## src/hdl/sat_pkg.sv

```systemverilog
// Shared types and constants of the software alarm table.
// Used by sat_slot_ram and software_alarm_table; depends on nothing else.
`default_nettype none

package sat_pkg;

  // Table geometry.
  localparam int NUM_SLOTS     = 8;
  localparam int DYNAMIC_START = 1;
  localparam int SLOT_W        = (NUM_SLOTS > 1) ? $clog2(NUM_SLOTS) : 1;
  localparam int MAX_RESULTS   = 8;
  localparam int RPT_W         = $clog2(MAX_RESULTS + 1);

  // Field widths.
  localparam int FUNC_W     = 2;
  localparam int ID_W       = 4;
  localparam int EVENT_W    = 8;
  localparam int DELAY_W    = 23;
  localparam int FSLOT_W    = 3;
  localparam int ID_CMP_W   = 7;
  localparam int IN_DATA_W  = 40;
  localparam int OUT_DATA_W = 16;

  localparam logic [DELAY_W-1:0] ELAPSED_MAX = 23'h7FFFFF;

  // Operation codes carried in tuser.
  typedef enum logic [FUNC_W-1:0] {
    FUNC_TICK        = 2'd0,
    FUNC_CREATE_ONE  = 2'd1,
    FUNC_CREATE_PER  = 2'd2,
    FUNC_STOP        = 2'd3
  } func_e;

  // One word of the slot memory.
  typedef struct packed {
    logic [DELAY_W-1:0] delay;
    logic               periodic;
    logic [EVENT_W-1:0] event_code;
    logic [DELAY_W-1:0] elapsed;
  } slot_t;

endpackage

`default_nettype wire

```

## src/hdl/software_alarm_table.sv

```systemverilog
// Top level of the software alarm table: command decode, tick walker and
// result staging around the slot memory. Depends on sat_pkg and sat_slot_ram.
//
// Usage:
// Commands enter on the slave stream. tuser carries the operation (tick,
// create one-shot, create periodic, stop) and tdata the alarm id, the event
// code and the delay. Create and stop give no result.
// A tick walks the slots from 0 upward: an inactive slot is skipped, an
// active slot is read, then updated and written back. ST_FLUSH then closes
// the walk and releases the held firing.
// Each slot that fires yields one item on the master stream with its event
// code and slot index; tlast marks the last firing of the tick. A tick with
// no firing yields nothing. One firing is held back until the next is known,
// so tlast is exact; when the receiver stalls, the walk pauses on the next
// firing.
// Reset clears every active mark and all handshake state; the slot memory
// needs no clearing, since a slot is written before it becomes active.
`default_nettype none

module software_alarm_table (
  input  wire                               clk_i,
  input  wire                               rst_ni,
  // Command items.
  input  wire                               s_axis_tvalid,
  output logic                              s_axis_tready,
  // [3:0] alarm_id, [11:4] event_code, [34:12] delay_ticks, [39:35] zero
  input  wire  [sat_pkg::IN_DATA_W-1:0]     s_axis_tdata,
  // [1:0] func
  input  wire  [sat_pkg::FUNC_W-1:0]        s_axis_tuser,
  // Result items.
  output logic                              m_axis_tvalid,
  input  wire                               m_axis_tready,
  // [7:0] fired_event, [10:8] fired_slot, [15:11] zero
  output logic [sat_pkg::OUT_DATA_W-1:0]    m_axis_tdata,
  output logic                              m_axis_tlast
);
  import sat_pkg::*;

  typedef enum logic [1:0] {
    ST_IDLE,
    ST_READ,
    ST_UPDATE,
    ST_FLUSH
  } state_e;

  // Command fields.
  logic [ID_W-1:0]    in_id;
  logic [EVENT_W-1:0] in_event;
  logic [DELAY_W-1:0] in_delay;
  func_e              in_func;

  assign in_id    = s_axis_tdata[ID_W-1:0];
  assign in_event = s_axis_tdata[ID_W +: EVENT_W];
  assign in_delay = s_axis_tdata[ID_W+EVENT_W +: DELAY_W];
  assign in_func  = func_e'(s_axis_tuser);

  // Control and staging registers.
  state_e              state_q, state_d;
  logic [NUM_SLOTS-1:0] active_q, active_d;
  logic [SLOT_W-1:0]   idx_q, idx_d;
  logic [RPT_W-1:0]    rpt_q, rpt_d;
  logic                pend_valid_q, pend_valid_d;
  logic [EVENT_W-1:0]  pend_event_q, pend_event_d;
  logic [FSLOT_W-1:0]  pend_slot_q, pend_slot_d;
  logic                out_valid_q, out_valid_d;
  logic [EVENT_W-1:0]  out_event_q, out_event_d;
  logic [FSLOT_W-1:0]  out_slot_q, out_slot_d;
  logic                out_last_q, out_last_d;

  // Memory ports.
  logic              mem_we, mem_re;
  logic [SLOT_W-1:0] mem_waddr;
  slot_t             mem_wdata, mem_rdata;

  sat_slot_ram u_ram (
    .clk_i   (clk_i),
    .we_i    (mem_we),
    .waddr_i (mem_waddr),
    .wdata_i (mem_wdata),
    .re_i    (mem_re),
    .raddr_i (idx_q),
    .rdata_o (mem_rdata)
  );

  // First inactive slot from the dynamic start upward.
  logic              dyn_found;
  logic [SLOT_W-1:0] dyn_slot;

  always_comb begin
    dyn_found = 1'b0;
    dyn_slot  = '0;
    for (int s = NUM_SLOTS - 1; s >= DYNAMIC_START; s--) begin
      if (!active_q[s]) begin
        dyn_found = 1'b1;
        dyn_slot  = SLOT_W'(s);
      end
    end
  end

  // Slot selection for create and stop.
  logic [ID_CMP_W-1:0] id_ext, id_m1;
  logic                direct_ok, stop_ok;

  assign id_ext    = ID_CMP_W'(in_id);
  assign id_m1     = id_ext - ID_CMP_W'(1);
  assign direct_ok = (in_id != '0) && (id_m1 < ID_CMP_W'(NUM_SLOTS));
  assign stop_ok   = id_ext < ID_CMP_W'(NUM_SLOTS);

  // Update of the slot under the walker.
  logic [DELAY_W-1:0] elapsed_inc;
  logic               fire, report, out_free, last_slot;

  assign elapsed_inc = (mem_rdata.elapsed < ELAPSED_MAX) ?
                       mem_rdata.elapsed + DELAY_W'(1) : mem_rdata.elapsed;
  assign fire      = elapsed_inc >= mem_rdata.delay;
  assign report    = fire && (rpt_q < RPT_W'(MAX_RESULTS));
  assign out_free  = !out_valid_q || m_axis_tready;
  assign last_slot = idx_q == SLOT_W'(NUM_SLOTS - 1);

  // Next-state logic.
  always_comb begin
    state_d      = state_q;
    active_d     = active_q;
    idx_d        = idx_q;
    rpt_d        = rpt_q;
    pend_valid_d = pend_valid_q;
    pend_event_d = pend_event_q;
    pend_slot_d  = pend_slot_q;
    out_valid_d  = out_valid_q;
    out_event_d  = out_event_q;
    out_slot_d   = out_slot_q;
    out_last_d   = out_last_q;
    mem_we       = 1'b0;
    mem_re       = 1'b0;
    mem_waddr    = idx_q;
    mem_wdata    = mem_rdata;
    s_axis_tready = (state_q == ST_IDLE);

    // The receiver takes the output item.
    if (out_valid_q && m_axis_tready) begin
      out_valid_d = 1'b0;
    end

    unique case (state_q)
      ST_IDLE: begin
        if (s_axis_tvalid) begin
          mem_wdata.delay      = in_delay;
          mem_wdata.periodic   = (in_func == FUNC_CREATE_PER);
          mem_wdata.event_code = in_event;
          mem_wdata.elapsed    = '0;
          unique case (in_func)
            FUNC_TICK: begin
              idx_d   = '0;
              rpt_d   = '0;
              state_d = ST_READ;
            end
            FUNC_CREATE_ONE, FUNC_CREATE_PER: begin
              if (in_id == '0) begin
                mem_waddr = dyn_slot;
                mem_we    = dyn_found;
              end else begin
                mem_waddr = SLOT_W'(id_m1);
                mem_we    = direct_ok;
              end
              if (mem_we) begin
                active_d[mem_waddr] = 1'b1;
              end
            end
            FUNC_STOP: begin
              if (stop_ok) begin
                active_d[SLOT_W'(id_ext)] = 1'b0;
              end
            end
            default: ;
          endcase
        end
      end

      // Skip an inactive slot, or read an active one.
      ST_READ: begin
        if (active_q[idx_q]) begin
          mem_re  = 1'b1;
          state_d = ST_UPDATE;
        end else if (last_slot) begin
          state_d = ST_FLUSH;
        end else begin
          idx_d = idx_q + SLOT_W'(1);
        end
      end

      // Count, fire and write back; wait if the result has nowhere to go.
      ST_UPDATE: begin
        if (!report || !pend_valid_q || out_free) begin
          mem_we = 1'b1;
          mem_wdata.elapsed = (fire && mem_rdata.periodic) ? '0 : elapsed_inc;
          if (fire && !mem_rdata.periodic) begin
            active_d[idx_q] = 1'b0;
          end
          if (report) begin
            if (pend_valid_q) begin
              out_valid_d = 1'b1;
              out_event_d = pend_event_q;
              out_slot_d  = pend_slot_q;
              out_last_d  = 1'b0;
            end
            pend_valid_d = 1'b1;
            pend_event_d = mem_rdata.event_code;
            pend_slot_d  = FSLOT_W'(idx_q);
            rpt_d        = rpt_q + RPT_W'(1);
          end
          if (last_slot) begin
            state_d = ST_FLUSH;
          end else begin
            idx_d   = idx_q + SLOT_W'(1);
            state_d = ST_READ;
          end
        end
      end

      // Release the held firing as the last one of the tick.
      ST_FLUSH: begin
        if (!pend_valid_q) begin
          state_d = ST_IDLE;
        end else if (out_free) begin
          out_valid_d  = 1'b1;
          out_event_d  = pend_event_q;
          out_slot_d   = pend_slot_q;
          out_last_d   = 1'b1;
          pend_valid_d = 1'b0;
          state_d      = ST_IDLE;
        end
      end

      default: state_d = ST_IDLE;
    endcase
  end

  // State and registered outputs.
  always_ff @(posedge clk_i or negedge rst_ni) begin
    if (!rst_ni) begin
      state_q      <= ST_IDLE;
      active_q     <= '0;
      idx_q        <= '0;
      rpt_q        <= '0;
      pend_valid_q <= 1'b0;
      out_valid_q  <= 1'b0;
    end else begin
      state_q      <= state_d;
      active_q     <= active_d;
      idx_q        <= idx_d;
      rpt_q        <= rpt_d;
      pend_valid_q <= pend_valid_d;
      out_valid_q  <= out_valid_d;
    end
  end

  // Payload registers.
  always_ff @(posedge clk_i) begin
    pend_event_q <= pend_event_d;
    pend_slot_q  <= pend_slot_d;
    out_event_q  <= out_event_d;
    out_slot_q   <= out_slot_d;
    out_last_q   <= out_last_d;
  end

  // Output stream.
  assign m_axis_tvalid = out_valid_q;
  assign m_axis_tdata  = OUT_DATA_W'({out_slot_q, out_event_q});
  assign m_axis_tlast  = out_last_q;

endmodule

`default_nettype wire

```

## src/hdl/sat_slot_ram.sv

```systemverilog
// Slot memory of the software alarm table: one write port, one read port,
// registered read data. Depends on sat_pkg.
`default_nettype none

module sat_slot_ram (
  input  wire                      clk_i,
  input  wire                      we_i,
  input  wire  [sat_pkg::SLOT_W-1:0] waddr_i,
  input  sat_pkg::slot_t           wdata_i,
  input  wire                      re_i,
  input  wire  [sat_pkg::SLOT_W-1:0] raddr_i,
  output sat_pkg::slot_t           rdata_o
);
  import sat_pkg::*;

  slot_t mem_q [NUM_SLOTS];
  slot_t rdata_q;

  // Write port.
  always_ff @(posedge clk_i) begin
    if (we_i) begin
      mem_q[waddr_i] <= wdata_i;
    end
  end

  // Read port; the data holds until the next read.
  always_ff @(posedge clk_i) begin
    if (re_i) begin
      rdata_q <= mem_q[raddr_i];
    end
  end

  assign rdata_o = rdata_q;

endmodule

`default_nettype wire

```

## config.mk

```make
export PLATFORM = sky130hd
export DESIGN_NAME = software_alarm_table
export DESIGN_NICKNAME = d
export VERILOG_FILES = /design/src/hdl/sat_pkg.sv /design/src/hdl/software_alarm_table.sv /design/src/hdl/sat_slot_ram.sv
export SDC_FILE = /design/constraint.sdc
export NUM_CORES = 1
export LEC_CHECK = 0
export BUFFER_PORTS_ARGS = -buffer_cell sky130_fd_sc_hd__clkbuf_2
export CORE_MARGIN = 1.5
export CORE_UTILIZATION = 40
export CTS_BUF_LIST = sky130_fd_sc_hd__clkbuf_2 sky130_fd_sc_hd__clkbuf_4 sky130_fd_sc_hd__clkbuf_8
export DETAILED_ROUTE_END_ITERATION = 16
export SETUP_SLACK_MARGIN = 0.1
export SLEW_MARGIN = 10
export SYNTH_ARGS = -nofsm -noshare
export SYNTH_HDL_FRONTEND = slang
export SYNTH_SLANG_ARGS = --single-unit
export TNS_END_PERCENT = 100
```

## constraint.sdc

```tcl
create_clock -name clk_i -period 8.8 [get_ports clk_i]
set_input_delay 1.32 -clock clk_i [delete_from_list [all_inputs] [get_ports clk_i]]
set_output_delay 1.32 -clock clk_i [all_outputs]
set_load 0.05 [all_outputs]
```

### Word level (Yosys, flattened, before mapping)

Memories as Yosys holds them, arrays and structs flattened. A register that Yosys moved wholly into a read port is not among the register bits.
Index checks and enable logic that the tools add are counted.

* add/subtract/negate cells: 4
* magnitude comparators: 11
* equal/unequal tests: 21
* multiplexer cells: 104
* bitwise operators: 5
* reductions and logical operators: 30

Operators by type and width (count)
* 8-bit 2-to-1 mux: 10
* 3-bit 2-to-1 mux: 24
* 23-bit 2-to-1 mux: 3
* 55-bit 2-to-1 mux: 1
* 8-bit one-hot mux with 2 select lines: 3
* 23-bit one-hot mux with 2 select lines: 1
* 1-bit 2-to-1 mux: 37
* 32-bit 2-to-1 mux: 1
* 23-bit by 1-bit adder with 23-bit output, second input constant: 1
* 23-bit greater-or-equal comparator: 1
* 23-bit < comparator, second input constant: 1
* 8-bit AND: 2
* 2-bit 2-to-1 mux: 8
* 4-bit 2-to-1 mux: 4
* 2-bit != test, second input constant: 8
* 8-bit inverter: 2
* 5-bit AND reduction: 3
* 3-bit by 4-bit < comparator with 1-bit output, second input constant: 3
* 3-bit != test, second input constant: 4
* 1-bit demux with 3-bit select: 3
* 3-bit by 1-bit greater-or-equal comparator with 1-bit output, second input constant: 3
* 3-bit one-hot mux with 3 select lines: 1
* 2-bit equality test, second input constant: 4
* 1-bit logical AND: 8
* other kinds (26): 39

* register bits: 42
* RAM bits: 440
* input bits: 46
* output and inout bits: 19
* logic and storage cells: 187
* memories kept: 1

Memory list
* u_ram.mem_q: depth 8, width 55, rd ports 1, clocked after memory_dff 1, write ports 1, RTL line sat_slot_ram.sv:16 `slot_t mem_q [NUM_SLOTS];`

### Depth between registers and ports, before layout

Gate-level depths: netlist (run 1).

* depth after elaboration: 20
* gate-level depth with buffers: 19
* depth with buffers taken out: 15

### By module

From an unflattened synthesis (run 1), not the netlist that was laid out.

* cells, all modules: 1192
* area total of the unflattened synthesis: 22486.6 sq um

Modules (own cells, without submodules)
* sat_slot_ram: instances 1, cells an instance 703, area an instance 18213.7 sq um, sequential area each 14864.3 sq um
* software_alarm_table: instances 1, cells an instance 489, area an instance 4272.8 sq um, sequential area each 1166.1 sq um

### Least setup slack after synthesis (run 1)

No wires, ideal clock.

* path type: register to register
* from: reg, netlist name u_ram.rdata_o[2]
* to: mem u_ram.mem_q[3][0] (netlist name), enable pin
* library setup time: 0.536 ns
* arrival time: 7.244 ns
* data required time: 8.264 ns
* setup slack: 1.021 ns
* stages on the path, launching flop included: 16
* path buffers: 2
* clock period less this slack: 7.779 ns
* path through: edfxtp_1 buf_2 and3_1 clkbuf_1 nand4_1 nor3_2 and3_1 nor2b_1 or2_2 ha_1 and4_4 a221o_1 nor3_4 a21oi_1 a211o_1 nor3_1

* cells in the longest elaborated chain, start to end: 11
* elaborated cells between the ends (all ways): 12
* classes of those cells: add/sub (1); order compare (2); mux (5); reduce/logical (4)

Ends and longest elaborated chain
* 23-bit by 1-bit adder with 23-bit output / 23-bit < comparator (equally long branches): RTL line software_alarm_table.sv:114, software_alarm_table.sv:113
* 23-bit 2-to-1 mux (*): RTL line software_alarm_table.sv:113 `assign elapsed_inc = (mem_rdata.elapsed < ELAPSED_MAX) ?`
* 23-bit greater-or-equal comparator (*): RTL line software_alarm_table.sv:115 `assign fire = elapsed_inc >= mem_rdata.delay;`
* 1-bit logical AND (*): RTL line software_alarm_table.sv:116 `assign report = fire && (rpt_q < RPT_W'(MAX_RESULTS));`
* 1-bit logical NOT (*): RTL line software_alarm_table.sv:193 `if (!report || !pend_valid_q || out_free) begin`
* 1-bit logical OR (*) (2 in series): RTL line software_alarm_table.sv:193
* 1-bit 2-to-1 mux (*): RTL line software_alarm_table.sv:193
* 1-bit one-hot mux with 2 select lines (*): RTL line software_alarm_table.sv:144 `unique case (state_q)`
* 1-bit 2-to-1 mux (*): RTL line sat_slot_ram.sv:21 `if (we_i) begin`
* 1-bit 2-to-1 mux (not written as such) (*): RTL line sat_slot_ram.sv:22 `mem_q[waddr_i] <= wdata_i;`
* end: declaration: RTL line sat_slot_ram.sv:16

Mark *: on every way between the ends. The rest lies on a longest branch, timed or not.

### Worst setup path after layout (run 1)

* from: reg, netlist name u_ram.rdata_o[2]
* to: mem u_ram.mem_q[1][3] (netlist name), enable pin

* cells in the longest elaborated chain, start to end: 11
* elaborated cells between the ends (all ways): 12
* classes of those cells: add/sub (1); order compare (2); mux (5); reduce/logical (4)

Ends and longest elaborated chain (RTL line)
* 23-bit by 1-bit adder with 23-bit output / 23-bit < comparator (equally long branches): software_alarm_table.sv:114, software_alarm_table.sv:113
* 23-bit 2-to-1 mux (*): software_alarm_table.sv:113
* 23-bit greater-or-equal comparator (*): software_alarm_table.sv:115
* 1-bit logical AND (*): software_alarm_table.sv:116
* 1-bit logical NOT (*): software_alarm_table.sv:193
* 1-bit logical OR (*) (2 in series): software_alarm_table.sv:193
* 1-bit 2-to-1 mux (*): software_alarm_table.sv:193
* 1-bit one-hot mux with 2 select lines (*): software_alarm_table.sv:144
* 1-bit 2-to-1 mux (*): sat_slot_ram.sv:21
* 1-bit 2-to-1 mux (not written as such) (*): sat_slot_ram.sv:22

Marked as above.

==> results.py, run 1 <==
metrics = {
    "logic_synthesis": {
        "synth-seq-cells": 537,
        "syn_inst": 1406,
        "yosysSeqAreaShare": 0.740,
        "synth.distinct_cells": 69,
        "synth_edf_count": 518,
        "syn_area_sq_mm": 0.0217,
        "async_reset_ff_frac": 0.0354,
        "yosys_warnings": 0,
        "synth_flop_cell": "edfxtp_1",
        "avgSynthCellArea_sq_um": 15.4,
    },
    "global_routing": {
        "gr-usage-all-layers": 0.195,
        "antenna_found_initial": 0,
        "overflow": 0,
        "grt_max_degree": 59,
        "grt_pass1_vias": 13200,
        "grt_pass1_wl_um": 81400,
    },
    "routing": {
        "detail-route-antenna-nets": 0,
        "routed_via_density": 5.81,
        "route.vias.total": 13100,
        "drt_first_iter_violations": 1060,
        "drc": 0,
        "drt_first_pass_iters": 5,
        "wl_per_cell_um": 23.7,
        "routed_wl_um": 53500,
    },
    "critical_path": {
        "path_cells": "and3_1 > nand4_1 > nor3_1 > nand2b_1 > or3_1 > nand2_1 > ha_1 > and3_1 > a221oi_1 > a211oi_1 > a31oi_2 > a21oi_1 > a211o_1 > nor2_4 > buf_4",
        "crit_buf_inv": 1,
        "timing.critical_path.mode_cell": "and3_1",
        "critPathSlowestCell": "nor2_4",
        "crit_arrival_ns": 6.45,
        "critPathRequiredTime_ns": 9.09,
        "cp_max_fo": 36,
        "start_kind": "register",
        "cp-end-kind": "register",
        "timing_worst_setup_path_type": "register to register",
        "cp_top_family": "simple AND/OR/NAND/NOR gates",
        "cpPeakStageDelay_ns": 0.71,
    },
    "sta": {
        "finalSetupTns_ns": 0,
        "finalHoldViolCount": 0,
        "worst_pin_slew_ns": 1.10,
        "slew_viol_final": 0,
        "clock.fmax_mhz": 162,
        "finalClockSkew_ns": 0.0335,
        "setup_viol": 0,
        "period_needed_ns": 6.16,
        "rsz0062_at_grt": "false",
        "fin_crit_sh": 0.700,
        "slew_headroom": 0.268,
    },
    "run": {
        "drv_cap": 0,
    },
    "pwr": {
        "p_leak_nw": 8.11,
        "ir_drop_v": 0.000225,
        "powerDensity_mw_per_mm2": 322,
    },
    "cts": {
        "post_cts_buffers": 0,
        "numClockSinks": 537,
        "clk_latency_ns": 0.69,
        "tritoncts": "built",
        "clk_path_buf_depth": 3,
        "htreeDepth": 3,
        "cts_resized": 0,
        "cts_root_buf": "clkbuf_8",
        "cts_buffers": 90,
        "clkTransAtPathRegs_ns": 0.06,
        "ctsHoldBuffers": 0,
    },
    "floorplan": {
        "rows": 85,
        "io_pins": 65,
        "core_sq_mm": 0.0537,
        "die-height_um": 236,
        "initial_utilization": 0.403,
        "die_w_um": 236,
        "dieArea_sq_mm": 0.0556,
    },
    "cells_and_area": {
        "syn_to_final_growth_pct": 13.2,
        "final_util": 0.457,
        "nNetsFinal": 1579,
        "drive_gt1_frac": 0.172,
        "layout_commonest_cell": "edfxtp_1",
        "layout_common_cells": "518 x edfxtp_1, 221 x a22oi_1, 91 x clkbuf_8",
    },
    "placed_design": {
        "dp_hpwl_um": 26100,
        "io_buffers": 54,
        "gp_congestion": 0.824,
    },
    "min_path": {
        "min_path_type": "register to register",
    },
    "run_status": {
        "outcome": "finished clean",
    },
}
[worst reg2reg max path, cell delays in order, from the launching register on]
cell	delay (ns)
edfxtp_1	0.48
and3_1	0.35
nand4_1	0.28
nor3_1	0.58
nand2b_1	0.33
or3_1	0.17
nand2_1	0.06
ha_1	0.28
and3_1	0.21
a221oi_1	0.32
a211oi_1	0.17
a31oi_2	0.44
a21oi_1	0.25
a211o_1	0.43
nor2_4	0.71
buf_4	0.70
[per-stage QoR]
step           std cells  hold slack [ns]  instance area (sq um)  setup slack [ns]  power, W
4_1_cts             2254            0.420                  24500              2.57   0.00797
3_5_place_dp        2101            0.406                  22800              2.60   0.00579
6_report            2256            0.418                  24500              2.64   0.00791
3_3_place_gp        2101            0.406                  22800              2.67   0.00573
5_1_grt             2254            0.432                  24500              2.22   0.00832
2_1_floorplan       1410            0.400                  21700              1.02   0.00509
[path summary, 6_finish.rpt]
kind,startpoint,end,slack [ns],depth (start not counted)
max,u_ram.rdata_o[2],u_ram.mem_q[1][3],2.64,15
min,pend_event_q[7],out_event_q[7],0.42,0
max reg2reg,u_ram.rdata_o[2],u_ram.mem_q[1][3],2.64,15
min reg2reg,pend_event_q[7],out_event_q[7],0.42,0
max in group asynchronous,rst_ni,active_q[3],7.78,1
min in group asynchronous,rst_ni,active_q[4],0.63,1
[report_power, final]
group          internal (W)  leakage (nW)  total (W)  switching [W]
Clock               0.00117         0.921    0.00216       0.000985
Sequential          0.00359          4.95    0.00378       0.000190
Combinational      0.000574          2.24    0.00196        0.00139
Total               0.00534          8.11    0.00791        0.00256
[cell families (layout without fill, tap and decap cells)]
logic type | after synthesis | in the layout | share of synthesized area
xor+xnor | 15 | 15 | 0.00606
mux | 20 | 20 | 0.0113
other cells | 1 | 7 | 0.000173
simple gates | 303 | 303 | 0.0771
buf+inv | 133 | 281 | 0.0241
fa+ha+maj | 36 | 36 | 0.0208
compound gates | 361 | 361 | 0.121
flops | 537 | 537 | 0.740
[per-layer routing]
layer,vias to the layer above,share of wire,track usage
met5,-,0,0
met4,0,0.021,0.0626
met3,96,0.064,0.0360
met2,482,0.47,0.308
met1,6667,0.44,0.272
li1,5864,-,-
[synth_stat cells, types with 3 or more instances]
master	number	area share
xor2_1	6	0.0024
buf_2	4	0.00092
dfrtp_1	19	0.022
nor3_1	13	0.0030
or2_2	5	0.0014
and3_1	16	0.0046
xnor2_1	9	0.0036
nand4_1	72	0.021
or3_1	3	0.00087
a22oi_1	221	0.077
nor2_1	30	0.0052
a31o_2	3	0.0012
o221ai_1	10	0.0040
inv_1	50	0.0087
o21ai_0	57	0.013
ha_1	36	0.021
a32o_1	4	0.0018
and4_1	6	0.0024
a21oi_1	18	0.0042
buf_4	5	0.0017
a211o_1	3	0.0012
a21o_1	5	0.0017
nand2_1	79	0.014
nor4_1	3	0.00087
mux2_2	11	0.0057
nand4b_1	13	0.0053
nand2b_1	6	0.0017
nand3_1	24	0.0055
edfxtp_1	518	0.72
o211ai_1	14	0.0049
nor2b_1	12	0.0035
buf_1	9	0.0016
nor3b_1	7	0.0024
clkbuf_1	65	0.011
mux2i_1	6	0.0028
[sequential cells by signal, indices dropped and copies added (netlist names)]
signal	count
rpt_q	4
pend_valid_q	1
out_slot_q	3
u_ram.mem_q	440
state_q	2
out_event_q	8
pend_event_q	8
m_axis_tvalid	1
active_q	8
idx_q	3
m_axis_tlast	1
pend_slot_q	3
u_ram.rdata_o	55
[layout make-up]
type                       count  area [sq um]
clock inverter                35           297
fill                        4657         29200
timing repair buffer          78           450
multi-input combinational    740          5240
inverter                      50           188
tap                          696           871
antenna                        2          5.00
clock buffer                 118          1460
sequential                   537         16000
(Power assumes the default switching activity.)
==> inputs of run 2 (changes only) <==
--- a/config.mk
+++ b/config.mk
@@ -5,6 +5,7 @@
 export SDC_FILE = /design/constraint.sdc
 export NUM_CORES = 1
 export LEC_CHECK = 0
+export ABC_AREA = 1
 export BUFFER_PORTS_ARGS = -buffer_cell sky130_fd_sc_hd__clkbuf_2
 export CORE_MARGIN = 1.5
 export CORE_UTILIZATION = 40
==> constraint.sdc (replaced) <==
create_clock -name clk_i -period 6.1 [get_ports clk_i]
set_input_delay 0.915 -clock clk_i [delete_from_list [all_inputs] [get_ports clk_i]]
set_output_delay 0.915 -clock clk_i [all_outputs]
set_load 0.05 [all_outputs]
==> results.py, run 2 <==
metrics = {
    "pwr": {
        "p_total_w": 0.0116,
        "powerDensity_mw_per_mm2": 461,
        "ir_drop_v": 0.000292,
        "p_leak_nw": 8.95,
    },
    "placed_design": {
        "io_buffers": 54,
        "dp_hpwl_um": 29500,
        "gp_congestion": 0.893,
        "post_dp_cell_area_sq_mm": 0.0234,
        "placedCellCount": 2458,
    },
    "critical_path": {
        "crit_arrival_ns": 5.24,
        "r2r_slack_ns": 1.18,
        "cp_max_fo": 28,
        "critPathRequiredTime_ns": 6.43,
        "critPathSlowestCell": "edfxtp_1",
        "reg2reg_to": "u_ram.mem_q[4][42]",
        "cp_top_family": "simple AND/OR/NAND/NOR gates",
        "setup.worst_path.start": "u_ram.rdata_o[0]",
        "cpPeakStageDelay_ns": 0.53,
        "timing_worst_setup_path_type": "register to register",
        "crit_buf_inv": 5,
        "reg2regPathDepth": 19,
        "path_cells": "nand3_1 > inv_1 > nand2_1 > nor3_2 > inv_2 > nand2_1 > ha_1 > nand2_1 > inv_1 > nand2_1 > nand2_1 > a21oi_1 > nand4_2 > nand2_1 > inv_2 > nand2_4 > a21oi_4 > nor2_4 > buf_12",
        "timing.critical_path.mode_cell": "nand2_1",
        "start_kind": "register",
        "cp-end-kind": "register",
        "r2r-start": "u_ram.rdata_o[0]",
    },
    "cts": {
        "clkTransAtPathRegs_ns": 0.07,
        "numClockSinks": 537,
        "clk_latency_ns": 0.67,
        "cts_root_buf": "clkbuf_8",
        "htreeDepth": 3,
        "post_cts_buffers": 0,
        "cts_buffers": 88,
        "tritoncts": "built",
        "ctsHoldBuffers": 0,
        "clk_path_buf_depth": 3,
        "cts_resized": 0,
    },
    "global_routing": {
        "gr-usage-all-layers": 0.197,
        "grt_pass1_wl_um": 83800,
        "grt_pass1_vias": 13900,
        "overflow": 0,
        "antenna_found_initial": 0,
        "grt_max_degree": 57,
    },
    "cells_and_area": {
        "drive_gt1_frac": 0.152,
        "layout_common_cells": "518 x edfxtp_1, 392 x nand2_1, 106 x inv_1",
        "n_antenna_cell": 0,
        "nNetsFinal": 1882,
        "largest_reg_flops": 440,
        "layout_commonest_cell": "edfxtp_1",
        "final_area_sq_mm": 0.0252,
        "final_cell_count_no_fill": 2612,
        "regMostFlops": "u_ram.mem_q",
        "syn_to_final_growth_pct": 13.4,
        "final_util": 0.458,
    },
    "routing": {
        "drt_first_pass_iters": 5,
        "drc": 0,
        "wl_per_cell_um": 21.1,
        "route.vias.total": 13800,
        "drt_first_iter_violations": 1305,
        "detail-route-antenna-nets": 0,
        "routed_wl_um": 55100,
        "routed_via_density": 5.29,
    },
    "sta": {
        "worst_pin_slew_ns": 1.06,
        "setup_viol": 0,
        "finalClockSkew_ns": 0.0398,
        "rsz0062_at_grt": "false",
        "slew_headroom": 0.296,
        "period_needed_ns": 4.92,
        "clock.fmax_mhz": 203,
        "finalSetupTns_ns": 0,
        "fin_crit_sh": 0.806,
        "finalHoldViolCount": 0,
        "slew_viol_final": 0,
    },
    "logic_synthesis": {
        "synth_flop_cell": "edfxtp_1",
        "synth.distinct_cells": 47,
        "yosys_warnings": 0,
        "synth_edf_count": 518,
        "synth-seq-cells": 537,
        "syn_area_sq_mm": 0.0222,
        "synth_common_cells": "518 x edfxtp_1, 392 x nand2_1, 106 x inv_1",
        "synth_top_area_share": 0.701,
        "async_reset_ff_frac": 0.0354,
        "yosysSeqAreaShare": 0.723,
        "avgSynthCellArea_sq_um": 13.1,
        "synth.most_common_cell": "edfxtp_1",
        "synthTopCellsByArea": "edfxtp_1 70%, nand2_1 6.6%, a22oi_1 2.2%, dfrtp_1 2.1%, a221oi_1 2.1%",
        "yosys.area.top_type": "edfxtp_1",
        "syn_inst": 1697,
    },
    "floorplan": {
        "die-height_um": 238,
        "rows": 86,
        "die_w_um": 238,
        "core_sq_mm": 0.0550,
        "io_pins": 65,
        "dieArea_sq_mm": 0.0569,
        "initial_utilization": 0.403,
    },
    "run_status": {
        "outcome": "finished clean",
    },
    "min_path": {
        "min_path_type": "input port to async pin",
    },
    "run": {
        "drv_cap": 0,
    },
}
-- run 2: cell count changes in the layout (fill, tap and decap cells not counted), moves of 14 or more --
| cell | before | now |
|---|---|---|
| nand2_1 | 79 | 392 |
| and3_1 | 14 | 0 |
| o21ai_1 | 0 | 24 |
| a22o_1 | 0 | 27 |
| nand2_2 | 0 | 21 |
| a221oi_1 | 1 | 54 |
| inv_1 | 50 | 106 |
| nor2_1 | 22 | 57 |
| inv_2 | 0 | 14 |
| nand3_1 | 24 | 68 |
| a22oi_1 | 221 | 66 |
-- run 2: layer usage --
metal | global-route usage | wire length [um]
met5 | 0 | 0
met1 | 0.271 | 24400
met4 | 0.0698 | 1360
met2 | 0.317 | 26200
met3 | 0.0320 | 3140
-- run 2: kinds of logic after synthesis --
logic type	Yosys count	synth area share
adders and majority gates	36	0.0203
DFF	537	0.723
other	1	0.000169
xor gates and xnor gates	17	0.00671
and+or+nand+nor	644	0.129
buffers and inverters	195	0.0367
AOI/OAI and AO/OA	267	0.0844
-- run 2: cell type report --
type                    instances  area [sq um]
clock inverters                31           218
fillers                      4916         29800
repair buffers                 77           556
flip-flops and latches        537         16000
inverters                     127           484
multi-input cells             969          5420
clock buffers                 123          1510
well taps                     748           936
-- run 2: worst max-delay path by stage --
stage	to	slack, ns	cells after the start
2_1_floorplan	u_ram.mem_q[0][0]	0.82	20
3_3_place_gp	u_ram.mem_q[4][54]	1.26	17
3_5_place_dp	u_ram.mem_q[4][11]	1.21	19
4_1_cts	u_ram.mem_q[4][42]	1.17	19
5_1_grt	u_ram.mem_q[4][42]	0.85	19
6_report	u_ram.mem_q[4][42]	1.18	19
-- run 2: metrics by stage --
stage,hold slack (ns),setup WS (ns)
after floorplan,0.400,0.823
after global placement,0.404,1.26
after detailed placement,0.405,1.21
after CTS,0.187,1.17
after global routing,0.217,0.848
final,0.227,1.18
-- run 2: report_power, final --
part | internal [W] | leakage [nW] | total, W | switching [W]
clock network | 0.00172 | 0.906 | 0.00308 | 0.00136
logic | 0.000827 | 3.09 | 0.00316 | 0.00234
registers | 0.00513 | 4.96 | 0.00534 | 0.000209
-- run 2: worst register-to-register path: stages (launching register included) --
cell	delay [ns]
edfxtp_1	0.53
nand3_1	0.25
inv_1	0.12
nand2_1	0.17
nor3_2	0.08
inv_2	0.43
nand2_1	0.23
ha_1	0.33
nand2_1	0.11
inv_1	0.07
nand2_1	0.06
nand2_1	0.05
a21oi_1	0.20
nand4_2	0.32
nand2_1	0.21
inv_2	0.07
nand2_4	0.28
a21oi_4	0.25
nor2_4	0.51
buf_12	0.30
